===== src/hdl/tcp_handshake_segment_fsm_assert.svh =====
// Assertion macros for the TCP handshake segment block.
`ifndef TCP_HANDSHAKE_SEGMENT_FSM_ASSERT_SVH
`define TCP_HANDSHAKE_SEGMENT_FSM_ASSERT_SVH

// Same-cycle implication, disabled during reset.
`define THSF_ASSERT_NOW(label, clk, rst, ante, cons) \
  label: assert property (@(posedge clk) disable iff (rst) (ante) |-> (cons)) \
    else $error("thsf check failed");

// Next-cycle implication, disabled during reset.
`define THSF_ASSERT_NEXT(label, clk, rst, ante, cons) \
  label: assert property (@(posedge clk) disable iff (rst) (ante) |=> (cons)) \
    else $error("thsf check failed");

`endif


===== src/hdl/thsf_pkg.sv =====
// Types, codes and helpers shared by the TCP handshake segment block.
`default_nettype none
package thsf_pkg;

  typedef enum logic [2:0] {
    ST_CLOSED   = 3'd0,
    ST_LISTEN   = 3'd1,
    ST_SYN_SENT = 3'd2,
    ST_SYN_RCVD = 3'd3,
    ST_ESTAB    = 3'd4
  } conn_state_t;

  typedef enum logic [1:0] {
    RP_NONE   = 2'd0,
    RP_RESET  = 2'd1,
    RP_SYNACK = 2'd2,
    RP_ACK    = 2'd3
  } reply_t;

  localparam logic [1:0] CFG_INITIAL_MODE  = 2'd0;
  localparam logic [1:0] CFG_LOCAL_ISS     = 2'd1;
  localparam logic [1:0] CFG_LOCAL_SND_NXT = 2'd2;

  localparam logic [31:0] ISS_START   = 32'd12344;
  localparam logic [31:0] ISS_LIMIT   = 32'hffff_ffff;
  localparam logic [31:0] ISS_RESTART = 32'd12345;

  localparam logic [31:0] LOCAL_SND_NXT_RESET = 32'd1;

  // One received segment header.
  typedef struct packed {
    logic        syn_flag;
    logic        ack_flag;
    logic        rst_flag;
    logic [31:0] seq_num;
    logic [31:0] ack_num;
    logic [15:0] window;
    logic        child_slot_free;
  } seg_t;

  // Connection context seen by the segment logic.
  typedef struct packed {
    conn_state_t conn_state;
    logic [31:0] iss_counter;
    logic [31:0] send_unacked;
    logic [31:0] local_iss;
    logic [31:0] local_snd_nxt;
  } ctx_t;

  // Context updates produced by one segment.
  typedef struct packed {
    conn_state_t conn_state;
    logic [31:0] iss_counter;
    logic [31:0] send_unacked;
  } upd_t;

  // One result item.
  typedef struct packed {
    reply_t      reply;
    conn_state_t state_now;
    logic        wake_connect;
    logic        child_made;
    logic [31:0] child_iss;
    logic [31:0] child_rcv_nxt;
  } result_t;

  // Map the starting mode to a state; the unused code means closed.
  function automatic conn_state_t mode_to_state(input logic [1:0] mode);
    conn_state_t st;
    case (mode)
      2'd1:    st = ST_LISTEN;
      2'd2:    st = ST_SYN_SENT;
      default: st = ST_CLOSED;
    endcase
    return st;
  endfunction

endpackage
`default_nettype wire


===== src/hdl/thsf_seg_logic.sv =====
// Combinational handling of one segment against the connection context.
`default_nettype none
module thsf_seg_logic (
  input  wire thsf_pkg::seg_t    seg,
  input  wire thsf_pkg::ctx_t    ctx,
  output thsf_pkg::upd_t    upd,
  output thsf_pkg::result_t res
);

  logic [31:0] iss_inc;
  logic [31:0] iss_fresh;
  logic [31:0] seq_inc;
  logic        bad_ack;
  logic        ack_advances;
  logic        listen_syn;

  // Wrapping initial send sequence generator.
  assign iss_inc   = ctx.iss_counter + 32'd1;
  assign iss_fresh = (iss_inc == thsf_pkg::ISS_LIMIT) ? thsf_pkg::ISS_RESTART : iss_inc;
  assign seq_inc   = seg.seq_num + 32'd1;

  assign bad_ack = seg.ack_flag &&
                   ((seg.ack_num <= ctx.local_iss) || (seg.ack_num > ctx.local_snd_nxt));
  assign ack_advances = seg.ack_flag && (seg.ack_num > ctx.send_unacked);
  assign listen_syn   = !seg.rst_flag && !seg.ack_flag && seg.syn_flag &&
                        seg.child_slot_free;

  // Next state and context updates.
  always_comb begin
    upd.conn_state   = ctx.conn_state;
    upd.iss_counter  = ctx.iss_counter;
    upd.send_unacked = ctx.send_unacked;
    case (ctx.conn_state)
      thsf_pkg::ST_LISTEN: begin
        if (listen_syn) begin
          upd.iss_counter = iss_fresh;
        end
      end
      thsf_pkg::ST_SYN_SENT: begin
        if (bad_ack) begin
          upd.conn_state = ctx.conn_state;
        end else if (seg.rst_flag && seg.ack_flag) begin
          upd.conn_state = thsf_pkg::ST_CLOSED;
        end else if (seg.syn_flag) begin
          if (ack_advances) begin
            upd.conn_state   = thsf_pkg::ST_ESTAB;
            upd.send_unacked = seg.ack_num;
          end else begin
            upd.conn_state   = thsf_pkg::ST_SYN_RCVD;
            upd.send_unacked = ctx.local_iss;
          end
        end
      end
      default: begin
        upd.conn_state = ctx.conn_state;
      end
    endcase
  end

  // Result fields.
  always_comb begin
    res.reply         = thsf_pkg::RP_NONE;
    res.wake_connect  = 1'b0;
    res.child_made    = 1'b0;
    res.child_iss     = '0;
    res.child_rcv_nxt = '0;
    case (ctx.conn_state)
      thsf_pkg::ST_LISTEN: begin
        if (seg.rst_flag) begin
          res.reply = thsf_pkg::RP_NONE;
        end else if (seg.ack_flag) begin
          res.reply = thsf_pkg::RP_RESET;
        end else if (listen_syn) begin
          res.reply         = thsf_pkg::RP_SYNACK;
          res.child_made    = 1'b1;
          res.child_iss     = iss_fresh;
          res.child_rcv_nxt = seq_inc;
        end
      end
      thsf_pkg::ST_SYN_SENT: begin
        if (bad_ack) begin
          res.reply = thsf_pkg::RP_RESET;
        end else if (seg.rst_flag && seg.ack_flag) begin
          res.wake_connect = 1'b1;
        end else if (seg.syn_flag) begin
          if (ack_advances) begin
            res.reply        = thsf_pkg::RP_ACK;
            res.wake_connect = 1'b1;
          end else begin
            res.reply = thsf_pkg::RP_SYNACK;
          end
        end
      end
      default: begin
        res.reply = thsf_pkg::RP_NONE;
      end
    endcase
    res.state_now = upd.conn_state;
  end

endmodule
`default_nettype wire


===== src/hdl/tcp_handshake_segment_fsm.sv =====
// Top level of the TCP connection-opening segment handler.
`default_nettype none
// Takes one received TCP header per transaction and runs the opening states (closed,
// listen, syn sent) on it, giving exactly one result per header. A header is accepted
// in any cycle in which the result register is empty or its result is being taken, so
// one header per cycle is sustained while results are taken; each result is registered
// and appears in the cycle after its header. That rate rests on the context update:
// state, send-unacked and the ISS counter are read and rewritten in the cycle the
// header is accepted. Configuration writes take effect at once and load the connection
// state (initial_mode), local_iss and send-unacked (local_iss) or local_snd_nxt; the
// user must make them only while no transaction is in flight, the block not enforcing it.
module tcp_handshake_segment_fsm (
  input  wire logic        clk,
  input  wire logic        rst,
  // configuration write port
  input  wire logic        cfg_we,
  input  wire logic [1:0]  cfg_index,
  input  wire logic [31:0] cfg_data,
  // received header stream
  input  wire logic        s_axis_tvalid,
  output logic             s_axis_tready,
  // tdata: seq_num[31:0], ack_num[63:32], window[79:64], child_slot_free[80], zero[87:81]
  input  wire logic [87:0] s_axis_tdata,
  // tuser: syn_flag[0], ack_flag[1], rst_flag[2]
  input  wire logic [2:0]  s_axis_tuser,
  // result stream
  output logic             m_axis_tvalid,
  input  wire logic        m_axis_tready,
  // tdata: state_now[2:0], wake_connect[3], child_made[4], child_iss[36:5],
  //        child_rcv_nxt[68:37], zero[71:69]
  output logic [71:0]      m_axis_tdata,
  // tuser: reply[1:0]
  output logic [1:0]       m_axis_tuser
);

  `include "tcp_handshake_segment_fsm_assert.svh"

  thsf_pkg::conn_state_t conn_state;
  logic [31:0]           iss_counter;
  logic [31:0]           send_unacked;
  logic [31:0]           local_iss;
  logic [31:0]           local_snd_nxt;

  thsf_pkg::seg_t    seg;
  thsf_pkg::ctx_t    ctx;
  thsf_pkg::upd_t    upd;
  thsf_pkg::result_t res;
  logic              in_accept;

  // Unpack the incoming transaction.
  assign seg.syn_flag        = s_axis_tuser[0];
  assign seg.ack_flag        = s_axis_tuser[1];
  assign seg.rst_flag        = s_axis_tuser[2];
  assign seg.seq_num         = s_axis_tdata[31:0];
  assign seg.ack_num         = s_axis_tdata[63:32];
  assign seg.window          = s_axis_tdata[79:64];
  assign seg.child_slot_free = s_axis_tdata[80];

  assign ctx.conn_state    = conn_state;
  assign ctx.iss_counter   = iss_counter;
  assign ctx.send_unacked  = send_unacked;
  assign ctx.local_iss     = local_iss;
  assign ctx.local_snd_nxt = local_snd_nxt;

  thsf_seg_logic u_seg_logic (
    .seg (seg),
    .ctx (ctx),
    .upd (upd),
    .res (res)
  );

  // Accept while the result register is free or draining.
  assign s_axis_tready = !m_axis_tvalid || m_axis_tready;
  assign in_accept     = s_axis_tvalid && s_axis_tready;

  // Connection context and configuration registers.
  always_ff @(posedge clk) begin
    if (rst) begin
      conn_state    <= thsf_pkg::ST_LISTEN;
      iss_counter   <= thsf_pkg::ISS_START;
      send_unacked  <= '0;
      local_iss     <= '0;
      local_snd_nxt <= thsf_pkg::LOCAL_SND_NXT_RESET;
    end else if (cfg_we) begin
      case (cfg_index)
        thsf_pkg::CFG_INITIAL_MODE: begin
          conn_state <= thsf_pkg::mode_to_state(cfg_data[1:0]);
        end
        thsf_pkg::CFG_LOCAL_ISS: begin
          local_iss    <= cfg_data;
          send_unacked <= cfg_data;
        end
        thsf_pkg::CFG_LOCAL_SND_NXT: begin
          local_snd_nxt <= cfg_data;
        end
        default: begin
          local_snd_nxt <= local_snd_nxt;
        end
      endcase
    end else if (in_accept) begin
      conn_state   <= upd.conn_state;
      iss_counter  <= upd.iss_counter;
      send_unacked <= upd.send_unacked;
    end
  end

  // Result register valid flag.
  always_ff @(posedge clk) begin
    if (rst) begin
      m_axis_tvalid <= 1'b0;
    end else if (in_accept) begin
      m_axis_tvalid <= 1'b1;
    end else if (m_axis_tready) begin
      m_axis_tvalid <= 1'b0;
    end
  end

  // Result register payload.
  always_ff @(posedge clk) begin
    if (in_accept) begin
      m_axis_tdata <= {3'b000, res.child_rcv_nxt, res.child_iss, res.child_made,
                       res.wake_connect, res.state_now};
      m_axis_tuser <= res.reply;
    end
  end

  // A created child always comes with a SYN+ACK from the listening state.
  `THSF_ASSERT_NOW(a_child_synack, clk, rst, m_axis_tvalid && m_axis_tdata[4],
    (m_axis_tuser == thsf_pkg::RP_SYNACK) && (m_axis_tdata[2:0] == thsf_pkg::ST_LISTEN))

  // An ACK reply means the connection just became established and wakes the waiter.
  `THSF_ASSERT_NOW(a_ack_estab, clk, rst,
    m_axis_tvalid && (m_axis_tuser == thsf_pkg::RP_ACK),
    (m_axis_tdata[2:0] == thsf_pkg::ST_ESTAB) && m_axis_tdata[3])

  // The ISS counter stays inside its wrapping range.
  `THSF_ASSERT_NOW(a_iss_range, clk, rst, 1'b1,
    (iss_counter != thsf_pkg::ISS_LIMIT) && (iss_counter >= thsf_pkg::ISS_START))

  // An accepted header always leaves a result in the output register.
  `THSF_ASSERT_NEXT(a_accept_result, clk, rst, in_accept, m_axis_tvalid)

endmodule
`default_nettype wire

===== config.mk =====
export PLATFORM = sky130hd
export DESIGN_NAME = tcp_handshake_segment_fsm
export DESIGN_NICKNAME = d
export VERILOG_FILES = /design/src/hdl/thsf_pkg.sv /design/src/hdl/thsf_seg_logic.sv /design/src/hdl/tcp_handshake_segment_fsm.sv
export VERILOG_INCLUDE_DIRS = /design/src /design/src/hdl
export SDC_FILE = /design/constraint.sdc
export NUM_CORES = 1
export LEC_CHECK = 0
export BUFFER_PORTS_ARGS = -buffer_cell sky130_fd_sc_hd__buf_2
export CORE_MARGIN = 1.5
export CORE_UTILIZATION = 35
export DETAILED_ROUTE_END_ITERATION = 12
export PLACE_DENSITY = 0.5
export SETUP_SLACK_MARGIN = 0.4
export SLEW_MARGIN = 30
export SYNTH_ARGS = -nofsm -noshare
export SYNTH_HDL_FRONTEND = slang
export SYNTH_HIERARCHICAL = 1
export SYNTH_SLANG_ARGS = --single-unit

===== constraint.sdc =====
create_clock -name clk -period 3.8 [get_ports clk]
set_input_delay 0.76 -clock clk [delete_from_list [all_inputs] [get_ports clk]]
set_output_delay 0.76 -clock clk [all_outputs]
set_load 0.05 [all_outputs]

==> Word-level counts from Yosys, hierarchy flattened <==
Index checks and enable logic that the tools add are counted.
{ "word_totals": {"register_bits": 203, "in_bits": 130, "latchBits": 0, "mem_count": 0, "rom_bits": 0, "mem_bits_rw": 0, "word_cells": 88, "out_inout_bits": 76} }
{ "op_classes": {"add_sub_neg": 2, "n_lt_le_gt_ge": 3, "mul": 0, "eq_ne": 11, "n_bitwise": 4, "div": 0, "shifts": 0, "n_mux": 32, "n_reduce_logical": 25} }
{ "op_table": {"columns": ["cell", "count"], "rows": [
  ["$mux W32", 9],
  ["$mux W65", 1],
  ["$add A32 B1 Y32 const B", 2],
  ["$gt A32 B32 Y1", 2],
  ["$eq A32 B32 Y1 const B", 1],
  ["$le A32 B32 Y1", 1],
  ["$mux W3", 8],
  ["$mux W2", 6],
  ["$pmux W2 S2", 2],
  ["$reduce_bool A2 Y1", 4],
  ["$logic_and A1 B1 Y1", 7],
  ["$mux W1", 6],
  ["$reduce_and A2 Y1", 3],
  ["$reduce_and A6 Y1", 1],
  ["$eq A2 B1 Y1 const B", 2],
  ["$eq A2 B2 Y1 const B", 2],
  ["$ne A2 B1 Y1 const B", 2],
  ["$ne A2 B2 Y1 const B", 2],
  ["$not A1 Y1", 4],
  ["$reduce_and A4 Y1", 1],
  ["$reduce_or A4 Y1", 1],
  ["$eq A3 B1 Y1 const B", 1],
  ["$eq A3 B2 Y1 const B", 1],
  ["$logic_not A1 Y1", 3],
  ["other kinds (4)", 5]
]} }

==> Longest topological paths before layout <==
Gate-level depths: netlist of run 1.
{ "logic_depth": {"ltp_word": 9, "ltp_mapped": 15, "ltp_nobuf": 13} }

==> Cells and area by module <==
Netlist of run 1, hierarchy kept.
{ "modules_own_cells": {"columns": ["mod", "seq_area_each_um2", "area_per_inst_um2", "cells_each", "instances"], "rows": [
  ["tcp_handshake_segment_fsm", 4774.6, 7472.2, 680, 1],
  ["thsf_seg_logic", 0.0, 5795.6, 891, 1]
]} }

==> Least setup slack after synthesis of run 1 <==
Ideal clock, no wire load.
{ "synth_path": {"path_type": "input to register", "start": "input port m_axis_tready", "end": "register m_axis_tdata[0] (enable)", "arrival_time_ps": 3123, "n_path_buf": 3, "required_time_ps": 3363, "setup_slack_ps": 240, "path_stages": 6, "setup_ps": 437, "path_cell_list": "nor2b_1 buf_4 inv_2 buf_4 buf_4 and2_1"} }
{ "synth_via": {"elab_chain_cells": 2} }
{ "synth_lines": {"columns": ["item", "line_no", "source"], "rows": [
  ["start: declaration", "tcp_handshake_segment_fsm.sv:28", "input wire logic m_axis_tready,"],
  ["$logic_or A1 B1 Y1", "tcp_handshake_segment_fsm.sv:73", "assign s_axis_tready = !m_axis_tvalid || m_axis_tready;"],
  ["via s_axis_tready", "tcp_handshake_segment_fsm.sv:21", "output logic s_axis_tready,"],
  ["$logic_and A1 B1 Y1", "tcp_handshake_segment_fsm.sv:74", "assign in_accept = s_axis_tvalid && s_axis_tready;"],
  ["via in_accept", "tcp_handshake_segment_fsm.sv:48", "logic in_accept;"],
  ["end signal: assignment", "tcp_handshake_segment_fsm.sv:121", "m_axis_tdata <= {3'b000, res.child_rcv_nxt, res.child_iss, res.child_made,"],
  ["end: declaration", "tcp_handshake_segment_fsm.sv:31", "output logic [71:0] m_axis_tdata,"]
]} }
The timed path passes the listed nets, and every way through them passes these cells.
A chain may end at the register's enable or synchronous reset.

==> Worst setup path in the final report of run 1 <==
{ "layout_path": {"start": "register iss_counter[20]", "end": "register iss_counter[2]"} }
{ "layout_via": {"elab_chain_cells": 3} }
{ "layout_lines": {"columns": ["item", "line_no", "source"], "rows": [
  ["start: declaration", "tcp_handshake_segment_fsm.sv:39", "logic [31:0] iss_counter;"],
  ["start signal: assignment", "tcp_handshake_segment_fsm.sv:80", "iss_counter <= thsf_pkg::ISS_START;"],
  ["start signal: assignment", "tcp_handshake_segment_fsm.sv:102", "iss_counter <= upd.iss_counter;"],
  ["$add A32 B1 Y32", "thsf_seg_logic.sv:18", "assign iss_inc = ctx.iss_counter + 32'd1;"],
  ["$eq A32 B32 Y1", "thsf_seg_logic.sv:19", "assign iss_fresh = (iss_inc == thsf_pkg::ISS_LIMIT) ? thsf_pkg::ISS_RESTART : iss_inc;"],
  ["$mux W32", "thsf_seg_logic.sv:19", null]
]} }
Every way passes these cells.

==> results of run 1 <==
==> report_power, final <==
group	internal, mW	switching, mW	leakage [nW]
Clock	1.52	0.999	0.445
Combinational	0.338	0.645	3.67
Sequential	2.35	0.0496	1.79
==> critical path, delay by kind of cell, from the launching register on <==
kind,cells,cell delay [ps]
DFF,1,560
buffers and inverters,1,260
and+or+nand+nor,6,1620
AOI/OAI and AO/OA,3,660
==> through the flow <==
step                      instances  utilization  setup slack (ps)  total power [mW]
after floorplan                1573            -               389              3.11
after CTS                      2253        0.417               458              5.98
after global routing           2255        0.417               398              6.17
after global placement         2208        0.393              57.1              3.41
final                          2255        0.417               565              5.90
after detailed placement       2208        0.393              31.5              3.42
==> how the worst min path moves through the flow <==
stage / start / slack (ps) / depth (start not counted) / to
final: local_snd_nxt[31] / 450 / 2 / local_snd_nxt[31]
after global routing: cfg_data[27] / 450 / 3 / local_iss[27]
after CTS: cfg_data[29] / 440 / 3 / local_snd_nxt[29]
after detailed placement: local_snd_nxt[7] / 450 / 2 / local_snd_nxt[7]
after global placement: local_snd_nxt[29] / 440 / 2 / local_snd_nxt[29]
after floorplan: local_snd_nxt[10] / 440 / 2 / local_snd_nxt[10]
==> placed cells by master, fill, tap and decap left out, drive strengths merged, types with 5 or more instances in the layout <==
cell / count
and2: 11
edfxtp: 71
nand4: 40
buf: 235
a211oi: 67
a21o: 11
o21ai: 77
and3: 20
nor2b: 8
a31oi: 6
clkbuf: 37
a21oi: 167
nor2: 67
xnor2: 18
nand3: 87
or3: 12
nor3: 31
nand2: 207
xor2: 34
nor4: 16
inv: 117
nand2b: 7
or2: 5
o211ai: 6
mux2i: 95
dfxtp: 132
ha: 99
==> registers in the layout, summed over array words and instances, names as in the netlist <==
register,flops
m_axis_tdata,69
iss_counter,32
local_iss,32
local_snd_nxt,32
send_unacked,32
conn_state,3
m_axis_tuser,2
m_axis_tvalid,1
==> cell families (layout without fill, tap and decap cells) <==
family / after synthesis / in the layout / share of synthesized area
AND/OR/NAND/NOR: 530 / 530 / 0.195
adder cells (fa/ha/maj): 99 / 99 / 0.0934
flip-flops: 203 / 203 / 0.360
buffers and inverters: 225 / 394 / 0.0756
multiplexers: 97 / 97 / 0.0734
AO/OA/AOI/OAI: 364 / 364 / 0.168
XOR/XNOR: 52 / 52 / 0.0343
other: 1 / 5 / 0.000283
==> routing by layer <==
metal	vias to the layer above	part of all wire	global-route usage
li1	5891	-	-
met5	-	0.00033	0
met1	5576	0.46	0.260
met4	2	0.031	0.0662
met3	66	0.042	0.0221
met2	295	0.47	0.349
==> final cells by class <==
cell class,count,area (um^2),share of cell area
Multi-Input combinational cell,1145,7550,0.482
Sequential cell,203,4780,0.305
Timing Repair Buffer,235,1370,0.0875
Clock buffer,37,797,0.0509
Tap cell,511,639,0.0409
Inverter,114,428,0.0274
Clock inverter,8,82.6,0.00528
Antenna cell,2,5.00,0.000320
==> results.tsv, run 1 <==
metric	value	unit
Top cell by count, worst path	nor4_1	
number of antenna violations at the first check in global routing	3	
via count of the first global-routing pass	11561	
reg-to-reg endpoint	iss_counter[2]	
sequential area share after synthesis	0.360	
status	finished, final reports clean	
Mapped Area	13300	um^2
clock latency on the worst-skew pair	550	ps
maximum number of pins on one net before global-route repair	77	
Site Rows	71	
Hold-fix buffers, CTS	0	
global placement routability congestion	0.876	
number of setup violations in the final report	0	
cell with the largest stage delay on the worst path	nor4_1	
mean area per synthesized cell	8.45	um^2
number of different library cells in the post-synthesis netlist	72	
Crit path arrival time	3640	ps
static leakage	5.91	nW
Design Area, Final	15600	um^2
Post-synth top cells	nand2_1, a21oi_1, dfxtp_1	
Worst Reg2Reg Path Length in Cells	10	
Total GRT Usage	0.201	
I/O pins	206	
core area	37500	um^2
top cells by area, synth	dfxtp_1, edfxtp_1, ha_1	
relative slew slack	0.394	
# Max-Cap Violations	0	
Final Hold Viols	0	
peak supply drop	0.323	mV
Crit Path Category	reg2reg	
capture point of the critical path	iss_counter[2]	
most area-hungry cell type in the Yosys netlist	dfxtp_1	
worst reg2reg startpoint	iss_counter[20]	
Yosys top cell area share	0.199	
proportion of register bits with asynchronous set or reset after synthesis	0	
final worst path period need	3230	ps
hpwl dp	27600	um
kind of end point of the critical path	register	
most instantiated flip-flop cell in the synthesis netlist	dfxtp_1	
First DRT Iteration DRCs	630	
total congestion overflow after global routing	0	
buffer depth of the longest clock path	3	
maximum fanout along the worst path	11	
detailed-routing iteration count for the pre-antenna-repair pass	4	
clock root buffer	clkbuf_16	
final worst-path cycle share	0.851	
number of flops mapped to enable cells by yosys	71	
initial cell density of the core	0.354	
number of remaining DRC errors	0	
count of warnings emitted by yosys	6	
post-CTS setup buffer count	0	
register bit total from synthesis	203	
register-to-register setup slack	570	ps
first-pass GRT wire length	62900	um
transition time at the pin with the least slew margin	910	ps
Vias	11830	
post-detailed-route via-to-cell ratio	5.25	
average routed wire per standard cell	17.6	um
total of buffers placed on input and output ports	179	
fraction of final layout cells with drive strength greater than 1	0.186	
final worst clock skew	19.3	ps
Worst Hold Margin	454	ps
number of buffers inserted during clock tree synthesis	25	
cell area reported after detailed placement	14700	um^2
total length of routed wires	39700	um
Final Max Slew Viols	0	
Peak Freq	309	MHz
TritonCTS clock tree	yes	
final net count	1953	
Largest stage delay, worst path	680	ps
overall die height	198	um
origin of the worst setup path	iss_counter[20]	
area added between synthesis and finish	17.9	%
total power divided by cell area	377	nW/um^2
Post-Route Setup TNS	0	ps
required time of the worst setup path	4200	ps
maximum level of the CTS H-tree	1	
Clock transition at path regs	60	ps
Critical Path Start Type	register	
number of gates resized after CTS	0	
setup repair after global routing missed its margin	yes	
post-route ant nets	0	
clk sinks	203	
classification of the worst-slack hold path	reg2reg	
dominant cell by count in the synthesized netlist	nand2_1	
Die Width	198	um
DIE AREA	39100	um^2
critical-path cell list	nand2_1, nor4_1, nand4_1, and2_1, nor4_1, o2111ai_1, buf_4, a221o_1, nand3_1, a21oi_1	
filler cell count in the final layout	3847	
synthesized netlist cell count	1571	
No activity file was read; power rests on OpenSTA's default activity.
==> inputs of run 2 (changes only) <==
- CTS_CLUSTER_DIAMETER: default -> 120
- CTS_CLUSTER_SIZE: default -> 10
- GPL_TIMING_DRIVEN: default -> 0
==> run 2 against run 1 <==
Sequential power about the same. Wire length increased by 7.9%. Cell count is 2.7% higher. Utilization up 0.41 points. Worst hold slack lost 2.3 ps. Design area is 0.99% higher. Flip-flop and latch count unchanged. Critical path depth is 4 higher. Largest cell class unchanged.
==> results.tsv, run 2 (synthesis results as in run 1) <==
metric	value	unit	change
global placement routability congestion	0.918		+4.8%
register-to-register setup slack	480	ps	-80 ps
overall die height	198	um	unchanged
Worst Min Path Start	local_snd_nxt[20]		
Clock transition at path regs	60	ps	about the same
static leakage	5.96	nW	+0.96%
maximum number of pins on one net before global-route repair	44		-43%
final worst-path cycle share	0.873		+0.0220
via count of the first global-routing pass	11737		+1.5%
initial cell density of the core	0.354		unchanged
kind of end point of the critical path	register		
total power divided by cell area	349	nW/um^2	-7.4%
average routed wire per standard cell	18.5	um	+5.1%
# Max-Cap Violations	0		unchanged
final worst clock skew	38.8	ps	+19.5 ps
setup repair after global routing missed its margin	no		
DIE AREA	39100	um^2	unchanged
total length of routed wires	42800	um	+7.9%
Reg with most FFs	m_axis_tdata		
worst reg2reg startpoint	iss_counter[0]		
I/O pins	206		unchanged
detailed-routing iteration count for the pre-antenna-repair pass	5		+1
Crit Path Category	reg2reg		
worst slack after detailed placement	-1080	ps	-1110 ps
fraction of final layout cells with drive strength greater than 1	0.188		+0.00213
clock root buffer	clkbuf_16		
Peak Freq	301	MHz	-2.5%
maximum fanout along the worst path	10		-1
hold depth	2		unchanged
final critical-path setup slack	481	ps	-83.6 ps
cell area reported after detailed placement	14800	um^2	+0.59%
Site Rows	71		unchanged
status	finished, final reports clean		
buffer depth of the longest clock path	3		unchanged
area added between synthesis and finish	19.1	%	
classification of the worst-slack hold path	reg2reg		
number of setup violations in the final report	0		unchanged
Final Hold Viols	0		unchanged
Critical Path Start Type	register		
max reg flops	69		unchanged
Total GRT Usage	0.216		+0.0147
reg-to-reg endpoint	iss_counter[2]		
clock latency on the worst-skew pair	550	ps	about the same
Final Max Slew Viols	0		unchanged
number of buffers inserted during clock tree synthesis	24		-4.0%
clk sinks	203		unchanged
total congestion overflow after global routing	0		unchanged
Crit path arrival time	3730	ps	+90 ps
final worst path period need	3320	ps	+83.6 ps
Hold-fix buffers, CTS	0		unchanged
Post-Route Setup TNS	0	ps	unchanged
Worst Reg2Reg Path Length in Cells	14		+4
hpwl dp	32100	um	+16%
final net count	2020		+3.4%
final cell count without fillers	2315		+2.7%
post-route ant nets	0		unchanged
core area	37500	um^2	unchanged
TritonCTS clock tree	yes		
maximum level of the CTS H-tree	1		unchanged
Design Area, Final	15800	um^2	+0.99%
total of buffers placed on input and output ports	177		-1.1%
required time of the worst setup path	4210	ps	about the same
number of remaining DRC errors	0		unchanged
Die Width	198	um	unchanged
most common cell after layout, fill and taps aside	nand2_1		
relative slew slack	0.506		+0.112
peak supply drop	0.324	mV	+0.25%
dpl cells	2262		+2.4%
first-pass GRT wire length	66100	um	+5.1%
First DRT Iteration DRCs	549		-13%
filler cell count in the final layout	3885		+0.99%
post-detailed-route via-to-cell ratio	5.27		+0.41%
capture endpoint of the worst hold path	local_snd_nxt[20]		
number of antenna violations at the first check in global routing	3		unchanged
transition time at the pin with the least slew margin	741	ps	-168 ps
Vias	12195		+3.1%
leading cell types in the layout, fill and taps excluded	nand2_1, buf_2, a21oi_1		
run 2: changes by cell type in the layout (fill, tap and decap cells not counted), sizes merged:
cell,change
clkbuf,+45
buf,+21
clkinv,-3
inv,-2
bufinv,-1
run 2: final cells by class:
cell class	instances	area, um^2	share of cell area
plain buffers	111	627	0.0397
clock buffers	35	642	0.0406
diodes	2	5.00	0.000317
clock inverters	2	25.0	0.00158
inverters	114	428	0.0271
flip-flops and latches	203	4780	0.303
multi-input cells	1145	7630	0.483
well taps	511	639	0.0405
repair buffers	192	1020	0.0648
run 2: worst max-delay path: stages, from the launching register on:
cell      delay [ps]
dfxtp_4          390
ha_1             150
buf_4            160
nand4_4          140
or4_1            550
clkbuf_4         200
xnor2_1          270
and4b_1          290
o211ai_1         220
o21ai_4          220
buf_12           150
nor2_2            40
a221o_1          260
nand3_1           70
a21oi_1           60
run 2: per-layer routing:
layer	track usage	up-vias	routed length [um]
met4	0.0690	2	1220
met2	0.370	332	20000
li1	-	6022	-
met3	0.0317	66	2250
met5	0	-	13
met1	0.279	5773	19300
run 2: how the worst max path moves through the flow:
stage	startpoint	endpoint	depth (start not counted)
after floorplan	s_axis_tdata[46]	send_unacked[14]	13
after global placement	s_axis_tdata[47]	send_unacked[6]	14
after detailed placement	s_axis_tdata[47]	send_unacked[6]	14
after CTS	iss_counter[4]	iss_counter[2]	13
after global routing	iss_counter[0]	iss_counter[2]	14
final	iss_counter[0]	iss_counter[2]	14
run 2: power by group:
group	internal, mW	switching [mW]
combinational	0.353	0.672
sequential	2.34	0.0442
clock	1.16	0.945
total	3.86	1.66
run 2: stage by stage:
stage | hold WS, ps | total power, mW | util
after global routing | 472 | 5.78 | 0.421
final | 452 | 5.52 | 0.421
after CTS | 455 | 5.58 | 0.417
after detailed placement | 447 | 3.44 | 0.396
after floorplan | 436 | 3.11 | -
after global placement | 443 | 3.43 | 0.395
run 2: repair_timing:
action / in CTS / in global routing
hold endpoints to repair: 0 / 0
resized for setup: 23 / 26
setup buffers: 5 / 9
endpoints found under the setup margin: 92 / 79
pin swaps: 4 / 7
==> inputs of run 3 (changes only) <==
- PLACE_DENSITY: 0.5 -> default
- RECOVER_POWER: default -> 100
==> run 3 against run 2 <==
First-iteration DRC count up 55%. Global-route usage down 0.77 points. Design area fell by 1.0%. Sequential power hardly changed.
==> results.tsv, run 3 (synthesis results as in run 1) <==
metric	value	unit	change
status	finished, final reports clean		
critical-path cell list	ha_1, buf_4, nand4_4, or4_1, clkbuf_1, nor3_4, xnor2_1, or4_1, o21ai_4, buf_12, nor2_1, a221o_1, nand3_1, a21oi_1		
Final Max Slew Viols	0		unchanged
Crit path arrival time	3870	ps	+140 ps
dpl cells	2262		unchanged
Hold-fix buffers, CTS	0		unchanged
leading cell types in the layout, fill and taps excluded	nand2_1, a21oi_1, clkbuf_1		
Die Width	198	um	unchanged
Largest stage delay, worst path	560	ps	about the same
Peak Freq	290	MHz	-3.8%
area added between synthesis and finish	17.9	%	
multi-input logic area	7570	um^2	-0.71%
maximum number of pins on one net before global-route repair	54		+23%
post-detailed-route via-to-cell ratio	5.27		about the same
total power divided by cell area	351	nW/um^2	+0.39%
reg-to-reg endpoint	iss_counter[2]		
number of antenna violations at the first check in global routing	4		+1
Final Hold Viols	0		unchanged
Worst Reg2Reg Path Length in Cells	14		unchanged
clock latency on the worst-skew pair	560	ps	about the same
max reg flops	69		unchanged
clock root buffer	clkbuf_16		
Worst Hold Margin	452	ps	+0.486 ps
relative slew slack	0.0126		-0.493
final cell count without fillers	2315		unchanged
first-pass GRT wire length	64100	um	-3.0%
First DRT Iteration DRCs	851		+55%
area of all sequential standard cells	4780	um^2	unchanged
post-route ant nets	0		unchanged
setup repair after global routing missed its margin	yes		
fraction of final layout cells with drive strength greater than 1	0.138		-0.0505
average routed wire per standard cell	17.8	um	-3.5%
# Max-Cap Violations	0		unchanged
Vias	12204		+0.074%
register-to-register setup slack	350	ps	-130 ps
Reg with most FFs	m_axis_tdata		
overall die height	198	um	unchanged
capture endpoint of the worst hold path	local_snd_nxt[12]		
DIE AREA	39100	um^2	unchanged
TritonCTS clock tree	yes		
final worst clock skew	38.6	ps	-0.169 ps
initial cell density of the core	0.354		unchanged
cell with the largest stage delay on the worst path	or4_1		
Critical Path Start Type	register		
classification of the worst-slack hold path	reg2reg		
maximum fanout along the worst path	9		-1
final critical-path setup slack	352	ps	-130 ps
kind of end point of the critical path	register		
static leakage	5.69	nW	-4.6%
global placement routability congestion	0.924		+0.63%
number of setup violations in the final report	0		unchanged
worst slack after detailed placement	-939	ps	+141 ps
required time of the worst setup path	4220	ps	about the same
number of buffers inserted during clock tree synthesis	24		unchanged
Total GRT Usage	0.208		-0.00768
total length of routed wires	41300	um	-3.5%
Crit Path Category	reg2reg		
clk sinks	203		unchanged
filler cell count in the final layout	3934		+1.3%
via count of the first global-routing pass	11620		-1.0%
transition time at the pin with the least slew margin	1480	ps	+739 ps
hpwl dp	31000	um	-3.1%
detailed-routing iteration count for the pre-antenna-repair pass	7		+2
total congestion overflow after global routing	0		unchanged
number of remaining DRC errors	0		unchanged
hold depth	2		unchanged
Worst Min Path Start	local_snd_nxt[12]		
buffer depth of the longest clock path	3		unchanged
core area	37500	um^2	unchanged
total of buffers placed on input and output ports	177		unchanged
final worst path period need	3450	ps	+130 ps
Clock transition at path regs	70	ps	about the same
most common cell after layout, fill and taps aside	nand2_1		
maximum level of the CTS H-tree	1		unchanged
I/O pins	206		unchanged
final net count	2021		+0.050%
peak supply drop	0.303	mV	-6.5%
overall power consumption	5.49	mW	-0.63%
Top cell by count, worst path	or4_1		
final worst-path cycle share	0.907		+0.0341
Site Rows	71		unchanged
worst reg2reg startpoint	iss_counter[0]		
## run 3: changes by cell type in the layout (fill, tap and decap cells not counted), moves of 2 or more
cell / change
nor4_2: -2
clkbuf_1: +83
nor4_1: +3
o21ai_1: -2
buf_2: -74
a211oi_1: +2
buf_4: -5
and2_0: +2
o21ai_0: +2
buf_1: -3
a211oi_2: -2
## run 3: critical path: cells and delay by family (launching register included)
family	cells	cell delay (ps)
AOI/OAI and AO/OA	3	550
xor gates and xnor gates	1	130
adders and majority gates	1	150
buffers and inverters	3	520
DFF	1	400
and+or+nand+nor	6	1540
## run 3: worst max-delay path by stage
stage                            from               end  slack, ps  cells after the start
floorplan            s_axis_tdata[46]  send_unacked[14]        390                     13
global placement     s_axis_tdata[51]   send_unacked[9]       -890                     14
detailed placement   s_axis_tdata[51]   send_unacked[8]       -940                     14
CTS                 local_snd_nxt[19]  send_unacked[25]        400                     14
global route         send_unacked[14]  send_unacked[16]        200                     14
finish                 iss_counter[0]    iss_counter[2]        350                     14
## run 3: repair_timing
item,4_1_cts,5_1_grt
pin swaps,3,6
gates resized for setup,24,24
setup buffers,8,7
endpoints found under the setup margin,91,84
## run 3: cell type report
| cell class | instances | share of cell area |
|---|---|---|
| clock buffers | 34 | 0.0408 |
| plain buffers | 111 | 0.0391 |
| flip-flops and latches | 203 | 0.306 |
| diodes | 2 | 0.000320 |
| well taps | 511 | 0.0409 |
| multi-input cells | 1145 | 0.484 |
| clock inverters | 2 | 0.00160 |
| repair buffers | 193 | 0.0598 |
| inverters | 114 | 0.0274 |
## run 3: metrics by stage
stage | cell area, um^2 | TNS (ps) | util
3_5_place_dp | 14800 | -29770 | 0.396
2_1_floorplan | 13300 | 0 | -
5_1_grt | 15600 | 0 | 0.417
6_report | 15600 | 0 | 0.417
3_3_place_gp | 14800 | -28630 | 0.395
4_1_cts | 15700 | 0 | 0.417
## run 3: power breakdown
| part | switching (mW) | total, mW | leakage (nW) | internal, mW |
|---|---|---|---|---|
| registers | 0.0479 | 2.39 | 1.79 | 2.35 |
| clock network | 0.936 | 2.09 | 0.319 | 1.16 |
| logic | 0.660 | 0.999 | 3.58 | 0.339 |
| total | 1.64 | 5.49 | 5.69 | 3.84 |
## run 3: per-layer routing
layer,vias up,routed length (um),track usage
met4,4,1140,0.0597
met1,5735,18300,0.270
met5,-,26,0
met3,74,2410,0.0385
li1,6038,-,-
met2,353,19300,0.353
